===== src/rtl/swr_pkg.sv =====
// Package with the types, widths and codes shared by the sliding-window receiver.
`timescale 1ns / 1ps
package swr_pkg;

  localparam int SEQ_W      = 32;
  localparam int LEN_W      = 16;
  localparam int HANDLE_W   = 16;
  localparam int MODE_W     = 2;
  localparam int WIN_W      = 6;
  localparam int CFG_IDX_W  = 1;
  localparam int CFG_DATA_W = 6;
  localparam int SLOT_W     = SEQ_W + LEN_W + HANDLE_W;

  localparam int BUFFER_DEPTH_DEF = 64;
  localparam int WINDOW_MAX_DEF   = 32;

  localparam logic [WIN_W-1:0] WINDOW_RESET = WIN_W'(8);

  localparam logic [MODE_W-1:0] MODE_START = 2'd0;
  localparam logic [MODE_W-1:0] MODE_DATA  = 2'd1;
  localparam logic [MODE_W-1:0] MODE_END   = 2'd2;

  localparam logic KIND_DELIVER = 1'b0;
  localparam logic KIND_ACK     = 1'b1;

  localparam logic ACK_CUMULATIVE = 1'b0;
  localparam logic ACK_SELECTIVE  = 1'b1;

  localparam logic [CFG_IDX_W-1:0] CFG_WINDOW_SIZE = 1'd0;
  localparam logic [CFG_IDX_W-1:0] CFG_ACK_POLICY  = 1'd1;

  typedef struct packed {
    logic [MODE_W-1:0]   mode;
    logic [SEQ_W-1:0]    seq;
    logic [LEN_W-1:0]    length;
    logic [HANDLE_W-1:0] payload_handle;
    logic                checksum_ok;
  } swr_in_t;

  typedef struct packed {
    logic                kind;
    logic [SEQ_W-1:0]    seq_res;
    logic [LEN_W-1:0]    length_res;
    logic [HANDLE_W-1:0] payload_handle_res;
    logic                last;
  } swr_out_t;

  typedef struct packed {
    logic [SEQ_W-1:0] diff;
    logic             is_zero;
    logic             is_neg;
  } swr_alu_res_t;

endpackage


===== src/rtl/sliding_window_receiver_core.sv =====
// Top level of the sliding-window receiver: sequencer, slot store and result staging.
// A result is staged in a pending register, then moved to the output register. A packet
// is taken only in idle, then decoded and finished; an ignored one returns from decode,
// and a cumulative ack adds an ack step. Each delivered slot adds a read then a compare
// in the shared unit; a failed compare or the window bound ends the run.
// Reset clears the slot valid bits at once; there is no clearing pass.
`timescale 1ns / 1ps
module sliding_window_receiver_core
  import swr_pkg::*;
#(
  parameter int BUFFER_DEPTH = BUFFER_DEPTH_DEF,
  parameter int WINDOW_MAX   = WINDOW_MAX_DEF
) (
  input  logic                  clk_i,
  input  logic                  rst_ni,
  input  logic                  in_valid_i,
  output logic                  in_ready_o,
  input  swr_in_t               in_data_i,
  output logic                  out_valid_o,
  input  logic                  out_ready_i,
  output swr_out_t              out_data_o,
  input  logic                  cfg_we_i,
  input  logic [CFG_IDX_W-1:0]  cfg_idx_i,
  input  logic [CFG_DATA_W-1:0] cfg_wdata_i
);

  localparam int IdxW      = $clog2(BUFFER_DEPTH);
  localparam int WinCapInt = (WINDOW_MAX < BUFFER_DEPTH - 1) ? WINDOW_MAX : BUFFER_DEPTH - 1;
  localparam logic [WIN_W-1:0] WinCap = WIN_W'(WinCapInt);
  localparam logic [IdxW:0]    DepthW = (IdxW + 1)'(BUFFER_DEPTH);
  localparam logic [IdxW-1:0]  LastIdx = IdxW'(BUFFER_DEPTH - 1);

  typedef enum logic [2:0] {
    S_IDLE,
    S_DECODE,
    S_DRAIN_RD,
    S_DRAIN_CMP,
    S_ACK_EXP,
    S_FINISH
  } state_e;

  state_e                  state_q, state_d;
  swr_in_t                 in_q, in_d;
  logic [SEQ_W-1:0]        expected_q, expected_d;
  logic [IdxW-1:0]         head_q, head_d;
  logic                    open_q, open_d;
  logic [BUFFER_DEPTH-1:0] valid_q, valid_d;
  logic [WIN_W-1:0]        window_q, window_d;
  logic                    policy_q, policy_d;
  logic [WIN_W-1:0]        w_q, w_d;
  logic [WIN_W-1:0]        cnt_q, cnt_d;
  logic                    rd_valid_q, rd_valid_d;
  swr_out_t                pend_q, pend_d;
  logic                    pend_valid_q, pend_valid_d;
  swr_out_t                out_q, out_d;
  logic                    out_valid_q, out_valid_d;

  logic                    ram_we;
  logic                    ram_re;
  logic [IdxW-1:0]         slot_idx;
  logic [IdxW:0]           slot_sum;
  logic [SLOT_W-1:0]       ram_rdata;
  logic [SEQ_W-1:0]        slot_seq;
  logic [SEQ_W-1:0]        alu_a;
  swr_alu_res_t            alu_res;
  logic [WIN_W-1:0]        w_eff;
  logic                    in_win;
  logic                    push_ok;
  logic                    emit_en;
  logic                    finish_en;
  swr_out_t                emit_item;
  logic                    drain_done_cum;

  assign slot_seq = rd_valid_q ? ram_rdata[SLOT_W-1 -: SEQ_W] : '0;
  assign alu_a    = (state_q == S_DECODE) ? in_q.seq : slot_seq;

  swr_alu u_alu (
    .a_i   (alu_a),
    .b_i   (expected_q),
    .res_o (alu_res)
  );

  assign w_eff = (window_q == '0) ? WIN_W'(1) : ((window_q > WinCap) ? WinCap : window_q);
  assign in_win = !alu_res.is_neg && (alu_res.diff < {{(SEQ_W - WIN_W){1'b0}}, w_eff});

  assign slot_sum = {1'b0, head_q} + {1'b0, alu_res.diff[IdxW-1:0]};
  assign slot_idx = (slot_sum >= DepthW) ? IdxW'(slot_sum - DepthW) : slot_sum[IdxW-1:0];

  swr_ram #(
    .WIDTH (SLOT_W),
    .DEPTH (BUFFER_DEPTH)
  ) u_slot_ram (
    .clk_i   (clk_i),
    .we_i    (ram_we),
    .waddr_i (slot_idx),
    .wdata_i ({in_q.seq, in_q.length, in_q.payload_handle}),
    .re_i    (ram_re),
    .raddr_i (head_q),
    .rdata_o (ram_rdata)
  );

  assign push_ok        = !pend_valid_q || !out_valid_q || out_ready_i;
  assign drain_done_cum = (policy_q == ACK_CUMULATIVE);

  always_comb begin
    state_d      = state_q;
    in_d         = in_q;
    expected_d   = expected_q;
    head_d       = head_q;
    open_d       = open_q;
    valid_d      = valid_q;
    window_d     = window_q;
    policy_d     = policy_q;
    w_d          = w_q;
    cnt_d        = cnt_q;
    rd_valid_d   = rd_valid_q;
    pend_d       = pend_q;
    pend_valid_d = pend_valid_q;
    out_d        = out_q;
    out_valid_d  = out_valid_q;
    ram_we       = 1'b0;
    ram_re       = 1'b0;
    emit_en      = 1'b0;
    finish_en    = 1'b0;
    emit_item    = '{kind: KIND_ACK, seq_res: in_q.seq, length_res: '0,
                     payload_handle_res: '0, last: 1'b0};

    if (cfg_we_i) begin
      if (cfg_idx_i == CFG_WINDOW_SIZE) begin
        window_d = cfg_wdata_i[WIN_W-1:0];
      end else if (cfg_idx_i == CFG_ACK_POLICY) begin
        policy_d = cfg_wdata_i[0];
      end
    end

    if (out_valid_q && out_ready_i) begin
      out_valid_d = 1'b0;
    end

    case (state_q)
      S_IDLE: begin
        if (in_valid_i) begin
          in_d    = in_data_i;
          state_d = S_DECODE;
        end
      end
      S_DECODE: begin
        if (!in_q.checksum_ok) begin
          state_d = S_IDLE;
        end else begin
          case (in_q.mode)
            MODE_START: begin
              if (open_q) begin
                state_d = S_IDLE;
              end else if (push_ok) begin
                emit_en    = 1'b1;
                valid_d    = '0;
                expected_d = '0;
                head_d     = '0;
                open_d     = 1'b1;
                state_d    = S_FINISH;
              end
            end
            MODE_DATA: begin
              if (!open_q) begin
                state_d = S_IDLE;
              end else if (policy_q == ACK_CUMULATIVE) begin
                w_d   = w_eff;
                cnt_d = '0;
                if (in_win) begin
                  ram_we            = 1'b1;
                  valid_d[slot_idx] = 1'b1;
                  state_d           = alu_res.is_zero ? S_DRAIN_RD : S_ACK_EXP;
                end else begin
                  state_d = S_ACK_EXP;
                end
              end else if (!alu_res.is_neg && !in_win) begin
                state_d = S_IDLE;
              end else if (push_ok) begin
                emit_en = 1'b1;
                w_d     = w_eff;
                cnt_d   = '0;
                if (!alu_res.is_neg) begin
                  ram_we            = 1'b1;
                  valid_d[slot_idx] = 1'b1;
                  state_d           = alu_res.is_zero ? S_DRAIN_RD : S_FINISH;
                end else begin
                  state_d = S_FINISH;
                end
              end
            end
            MODE_END: begin
              if (!open_q) begin
                state_d = S_IDLE;
              end else if (push_ok) begin
                emit_en = 1'b1;
                open_d  = 1'b0;
                state_d = S_FINISH;
              end
            end
            default: begin
              state_d = S_IDLE;
            end
          endcase
        end
      end
      S_DRAIN_RD: begin
        if (cnt_q == w_q) begin
          state_d = drain_done_cum ? S_ACK_EXP : S_FINISH;
        end else begin
          ram_re     = 1'b1;
          rd_valid_d = valid_q[head_q];
          state_d    = S_DRAIN_CMP;
        end
      end
      S_DRAIN_CMP: begin
        if (!alu_res.is_zero) begin
          state_d = drain_done_cum ? S_ACK_EXP : S_FINISH;
        end else if (push_ok) begin
          emit_en   = 1'b1;
          emit_item = '{kind: KIND_DELIVER, seq_res: slot_seq,
                        length_res: ram_rdata[LEN_W+HANDLE_W-1 -: LEN_W],
                        payload_handle_res: ram_rdata[HANDLE_W-1:0], last: 1'b0};
          head_d     = (head_q == LastIdx) ? '0 : head_q + IdxW'(1);
          expected_d = expected_q + SEQ_W'(1);
          cnt_d      = cnt_q + WIN_W'(1);
          state_d    = S_DRAIN_RD;
        end
      end
      S_ACK_EXP: begin
        if (push_ok) begin
          emit_en   = 1'b1;
          emit_item = '{kind: KIND_ACK, seq_res: expected_q, length_res: '0,
                        payload_handle_res: '0, last: 1'b0};
          state_d   = S_FINISH;
        end
      end
      S_FINISH: begin
        if (push_ok) begin
          finish_en = 1'b1;
          state_d   = S_IDLE;
        end
      end
      default: begin
        state_d = S_IDLE;
      end
    endcase

    if ((emit_en || finish_en) && pend_valid_q) begin
      out_valid_d = 1'b1;
      out_d       = pend_q;
      out_d.last  = finish_en;
    end
    if (emit_en) begin
      pend_d       = emit_item;
      pend_valid_d = 1'b1;
    end
    if (finish_en) begin
      pend_valid_d = 1'b0;
    end
  end

  always_ff @(posedge clk_i or negedge rst_ni) begin
    if (!rst_ni) begin
      state_q      <= S_IDLE;
      expected_q   <= '0;
      head_q       <= '0;
      open_q       <= 1'b0;
      valid_q      <= '0;
      window_q     <= WINDOW_RESET;
      policy_q     <= ACK_CUMULATIVE;
      w_q          <= WIN_W'(1);
      cnt_q        <= '0;
      rd_valid_q   <= 1'b0;
      pend_valid_q <= 1'b0;
      out_valid_q  <= 1'b0;
    end else begin
      state_q      <= state_d;
      expected_q   <= expected_d;
      head_q       <= head_d;
      open_q       <= open_d;
      valid_q      <= valid_d;
      window_q     <= window_d;
      policy_q     <= policy_d;
      w_q          <= w_d;
      cnt_q        <= cnt_d;
      rd_valid_q   <= rd_valid_d;
      pend_valid_q <= pend_valid_d;
      out_valid_q  <= out_valid_d;
    end
  end

  always_ff @(posedge clk_i) begin
    in_q   <= in_d;
    pend_q <= pend_d;
    out_q  <= out_d;
  end

  assign in_ready_o  = (state_q == S_IDLE);
  assign out_valid_o = out_valid_q;
  assign out_data_o  = out_q;

  a_idle_no_pending: assert property (@(posedge clk_i) disable iff (!rst_ni)
    in_ready_o |-> !pend_valid_q)
    else $error("Pending result left over while waiting for a transaction.");

  a_drain_bounded: assert property (@(posedge clk_i) disable iff (!rst_ni)
    cnt_q <= w_q)
    else $error("Delivery count exceeded the window.");

  a_cmp_after_read: assert property (@(posedge clk_i) disable iff (!rst_ni)
    state_q == S_DRAIN_CMP |-> $past(state_q) == S_DRAIN_RD || $past(state_q) == S_DRAIN_CMP)
    else $error("Slot compare entered without a slot read.");

  a_head_in_range: assert property (@(posedge clk_i) disable iff (!rst_ni)
    int'(head_q) < BUFFER_DEPTH)
    else $error("Head slot outside the buffer.");

endmodule


===== src/rtl/swr_ram.sv =====
// Generic single-port-write, single-port-read RAM with registered read data.
`timescale 1ns / 1ps
module swr_ram #(
  parameter int WIDTH = 64,
  parameter int DEPTH = 64
) (
  input  logic                     clk_i,
  input  logic                     we_i,
  input  logic [$clog2(DEPTH)-1:0] waddr_i,
  input  logic [WIDTH-1:0]         wdata_i,
  input  logic                     re_i,
  input  logic [$clog2(DEPTH)-1:0] raddr_i,
  output logic [WIDTH-1:0]         rdata_o
);

  logic [WIDTH-1:0] mem_q [DEPTH];
  logic [WIDTH-1:0] rdata_q;

  always_ff @(posedge clk_i) begin
    if (we_i) begin
      mem_q[waddr_i] <= wdata_i;
    end
    if (re_i) begin
      rdata_q <= mem_q[raddr_i];
    end
  end

  assign rdata_o = rdata_q;

endmodule


===== src/rtl/swr_alu.sv =====
// Shared sequence-number unit: wrapping distance, equality and sign.
`timescale 1ns / 1ps
module swr_alu
  import swr_pkg::*;
(
  input  logic [SEQ_W-1:0] a_i,
  input  logic [SEQ_W-1:0] b_i,
  output swr_alu_res_t     res_o
);

  logic [SEQ_W-1:0] diff;

  assign diff          = a_i - b_i;
  assign res_o.diff    = diff;
  assign res_o.is_zero = (diff == '0);
  assign res_o.is_neg  = diff[SEQ_W-1];

endmodule


===== config.mk =====
export PLATFORM = sky130hd
export DESIGN_NAME = sliding_window_receiver_core
export DESIGN_NICKNAME = d
export VERILOG_FILES = /design/src/rtl/swr_pkg.sv /design/src/rtl/sliding_window_receiver_core.sv /design/src/rtl/swr_ram.sv /design/src/rtl/swr_alu.sv
export SDC_FILE = /design/constraint.sdc
export NUM_CORES = 2
export LEC_CHECK = 0
export BUFFER_PORTS_ARGS = -buffer_cell sky130_fd_sc_hd__buf_2
export CAP_MARGIN = 20
export CORE_AREA = 4 4 594 596
export CTS_CLUSTER_DIAMETER = 50
export DETAILED_ROUTE_END_ITERATION = 12
export DIE_AREA = 0 0 598 600
export PLACE_DENSITY = 0.65
export SLEW_MARGIN = 20
export SYNTH_ARGS = -nofsm -noshare
export SYNTH_HDL_FRONTEND = slang
export SYNTH_SLANG_ARGS = --single-unit
export TNS_END_PERCENT = 5

===== constraint.sdc =====
create_clock -name clk_i -period 14.3 [get_ports clk_i]
set_input_delay 2.145 -clock clk_i [delete_from_list [all_inputs] [get_ports clk_i]]
set_output_delay 2.145 -clock clk_i [all_outputs]
set_load 0.05 [all_outputs]

==> metrics <==
outcome=finished, final reports clean; clock latency on the worst-skew pair=1010 ps; EDFF count, synth=4,358; crit path launch type=register; CTS sink cnt=4,486; Post-synth ARST share=2.85%; fmax=102 MHz; Register Area=134,000 µm²; cts repair resizes=0; Min-Delay Path Depth=0; crit path max fanout=63; Max-Cap Viols=0; CTS H-Tree Depth=5; # hold bufs at CTS=0; Cells after Synth=7,406; final wirelength=491,000 µm; Initial DRC Count=15.1k; Psw=0.00798 W; Seq cells post-synth=4,486; final worst slack=4490 ps; FP Rows=217; cts bufs inserted=460; drt pass-1 iters=6; Final setup viols=0; Crit Path Category=register to register; sw frac=26.1%; Post-Route Setup TNS=0 ps; pin count of the biggest net entering global routing=124; Worst EP arrival=10,430 ps; worst r2r path cells=18; CP Capture Type=register; Initial Util=49.7%; Filler Cell Count=25.2k; die area=359,000 µm²; placed cell count=12.0k; Die X=598 µm; post-route insts no fill=12.9k; Clk pwr share=38.3%; Syn Nets=7,535; Comb pwr share=11.3%; YS warnings=0; die height=600 µm; Slew Viols, Final=0; WHS Endpoint=out_data_o[14]$_DFFE_PP_; Post-CTS Repair Setup Buffers=0; Max stage delay on crit path=940 ps; maximum root-to-sink buffer count=4; Final nets=7,993; sequential element share of the synthesized area=77.5%; antenna viol nets, final=0; Slew HR=13.7%; Tcrit/Tclk final=68.6%; synthesized cell area=173,000 µm²; core box area=348,000 µm²; area occupied by multi-input gates=38,000 µm²; first-pass GRT wire length=677,000 µm; post-DP HPWL=303,000 µm; Pwr per Cell Area=157 nW/µm²; R2R setup slack=4490 ps; routed len/inst=37.9 µm; via density per instance=6.54; Global Route Usage Sum=27.3%; detailed-route via count=84.6k; Post-synth top flop=edfxtp_1; vias in the first global route=81.4k; Hold/Removal Path Class=register to register; share of layout cells above drive strength 1=30.4%; # DRC=0; area added between synthesis and finish=13.1%; post-synth cell types=80; CP Cell Sequence=nor3b_2 > buf_4 > o21ai_0 > ha_1 > a21oi_1 > o22ai_1 > or4_1 > or4_1 > or4_1 > or4_4 > a2111oi_4 > nand4_1 > or2_2 > nor3_2 > buf_4 > nand2_1 > nor2_4 > buf_4; RD Place Congestion=0.915; Max VDD drop=0.139 mV; syn avg cell area=23.4 µm²; Min-Delay Startpoint=pend_q[14]$_DFFE_PP_; Crit-path slowest cell=nor2_4; Worst-path clk slew=60 ps; clk root buf=clkbuf_16; dpl ws=4640 ps; total global routing overflow=0; min Tclk post-route=9810 ps; Int Power=0.0226 W; Reg power frac=50.4%; Worst Setup SP=state_q[0]$_DFFE_PN0P_; Pwr Total=0.0306 W; Worst Tran Pin Value=1280 ps; critical path required time=14,910 ps; r2r endpoint=u_slot_ram.mem_q[49][23]$_DFFE_PP_; I/O Buffers=146; IO Count=147; Worst Skew=55.8 ps; r2r startpoint=state_q[0]$_DFFE_PN0P_; Final Hold Viols=0; initial antenna violation count=76; CTS tree=built; RSZ-0062 raised after global routing=no; Leakage=59.3 nW
-- flip-flops by register name, indices dropped and copies added, names as in the netlist, named ones only --
signal              count
expected_q             32
rd_valid_q              1
u_slot_ram.mem_q     4096
pend_q                 65
cnt_q                   6
w_q                     6
out_data_o             66
valid_q                64
pend_valid_q            1
u_slot_ram.rdata_o     64
window_q                6
head_q                  6
out_valid_o             1
state_q                 3
policy_q                1
in_q                   67
-- Yosys cell counts (all sizes together), types with 9 or more instances --
master	count	share of area, %
edfxtp	4358	76
nand2b	10	0.036
clkbuf	298	0.65
nor3	31	0.090
a21o	9	0.039
buf	82	0.19
nor2b	9	0.033
xnor2	34	0.17
dfrtp	126	1.8
mux2	11	0.072
o21a	77	0.33
a21oi	55	0.17
mux2i	11	0.064
nor2	214	0.46
and3	14	0.051
o21ai	91	0.26
mux4	1364	18
or2	9	0.033
nand4	22	0.080
nor4	14	0.059
and2	39	0.14
ha	48	0.35
o211ai	37	0.16
nand2	216	0.47
or4	10	0.046
xor2	15	0.076
inv	57	0.12
nand3	41	0.12
-- power groups by stage --
stage / registers, W / clock network [W] / logic [W]
final: 0.0154 / 0.0117 / 0.00346
after global routing: 0.0154 / 0.0125 / 0.00364
after CTS: 0.0154 / 0.0119 / 0.00342
after detailed placement: 0.0157 / 0 / 0.00341
after global placement: 0.0157 / 0 / 0.00337
after floorplan: 0.0162 / 0 / 0.00120
-- routing by layer --
| layer | vias up | GRT usage [%] | wire length, µm |
|---|---|---|---|
| li1 | 32600 | - | - |
| met1 | 45600 | 40.7 | 189000 |
| met2 | 5547 | 40.0 | 223000 |
| met3 | 707 | 5.91 | 58200 |
| met4 | 28 | 10.3 | 19600 |
| met5 | - | 0 | 215 |
-- area by class of cell --
| class | count | area share [%] |
|---|---|---|
| Sequential cell | 4486 | 68.5 |
| Multi-Input combinational cell | 2482 | 19.4 |
| Clock buffer | 567 | 6.14 |
| Tap cell | 4599 | 2.94 |
| Clock inverter | 284 | 1.40 |
| Timing Repair Buffer | 376 | 1.39 |
| Inverter | 58 | 0.111 |
| Antenna cell | 86 | 0.110 |
-- critical path: cells and delay by family (launching register included) --
| family | cells | cell delay [ps] |
|---|---|---|
| AO/OA/AOI/OAI | 4 | 1100 |
| adder cells (fa/ha/maj) | 1 | 460 |
| buffers and inverters | 3 | 1560 |
| flip-flops | 1 | 640 |
| AND/OR/NAND/NOR | 10 | 5520 |
-- layout by cell type (no fill, tap or decap), drive strengths merged, types with 6 or more instances in the layout --
cell type / synthesis / final
o211ai: 37 / 37
or2: 9 / 9
buf: 82 / 376
o21ai: 91 / 91
o22ai: 8 / 8
o31ai: 6 / 6
xor2: 15 / 15
mux4: 1364 / 1364
and3: 14 / 14
dfrtp: 126 / 126
nor4: 14 / 14
edfxtp: 4358 / 4358
clkinvlp: 0 / 14
or3: 8 / 8
and2: 39 / 39
nor2: 214 / 214
ha: 48 / 48
clkbuf: 298 / 567
o21bai: 7 / 7
mux2: 11 / 11
nor2b: 9 / 9
diode: 0 / 86
a211oi: 6 / 6
clkinv: 1 / 205
bufinv: 0 / 38
a21oi: 55 / 55
a21o: 9 / 9
inv: 57 / 85
xnor2: 34 / 34
or4: 10 / 10
o21a: 77 / 77
nand2: 216 / 216
nor3: 31 / 31
nand4: 22 / 22
mux2i: 11 / 11
nand3: 41 / 41
nand2b: 10 / 10
-- logic make-up after synthesis --
| family | Yosys count | share of synthesized area, % |
|---|---|---|
| compound gates | 347 | 1.35 |
| xor+xnor | 49 | 0.248 |
| mux | 1386 | 17.9 |
| simple gates | 650 | 1.71 |
| flops | 4486 | 77.5 |
| buf+inv | 438 | 0.963 |
| fa+ha+maj | 50 | 0.370 |
-- metrics by stage --
step | hold slack (ps) | util (%) | instance area, µm²
6_report | 416 | 56.2 | 196000
4_1_cts | 418 | 56.1 | 195000
3_3_place_gp | 410 | 51.9 | 180000
2_1_floorplan | 400 | - | 173000
3_5_place_dp | 405 | 51.9 | 181000
5_1_grt | 423 | 56.2 | 196000
-- how the worst max path moves through the flow --
stage                                                    end  slack, ps
after detailed placement  u_slot_ram.mem_q[49][52]$_DFFE_PP_       4640
final                     u_slot_ram.mem_q[49][23]$_DFFE_PP_       4490
after global placement    u_slot_ram.mem_q[49][13]$_DFFE_PP_       4690
after global routing      u_slot_ram.mem_q[49][52]$_DFFE_PP_       4230
after floorplan                      out_data_o[0]$_DFFE_PP_       5110
after CTS                 u_slot_ram.mem_q[49][20]$_DFFE_PP_       4610
Power figures use the tool's default switching activity.
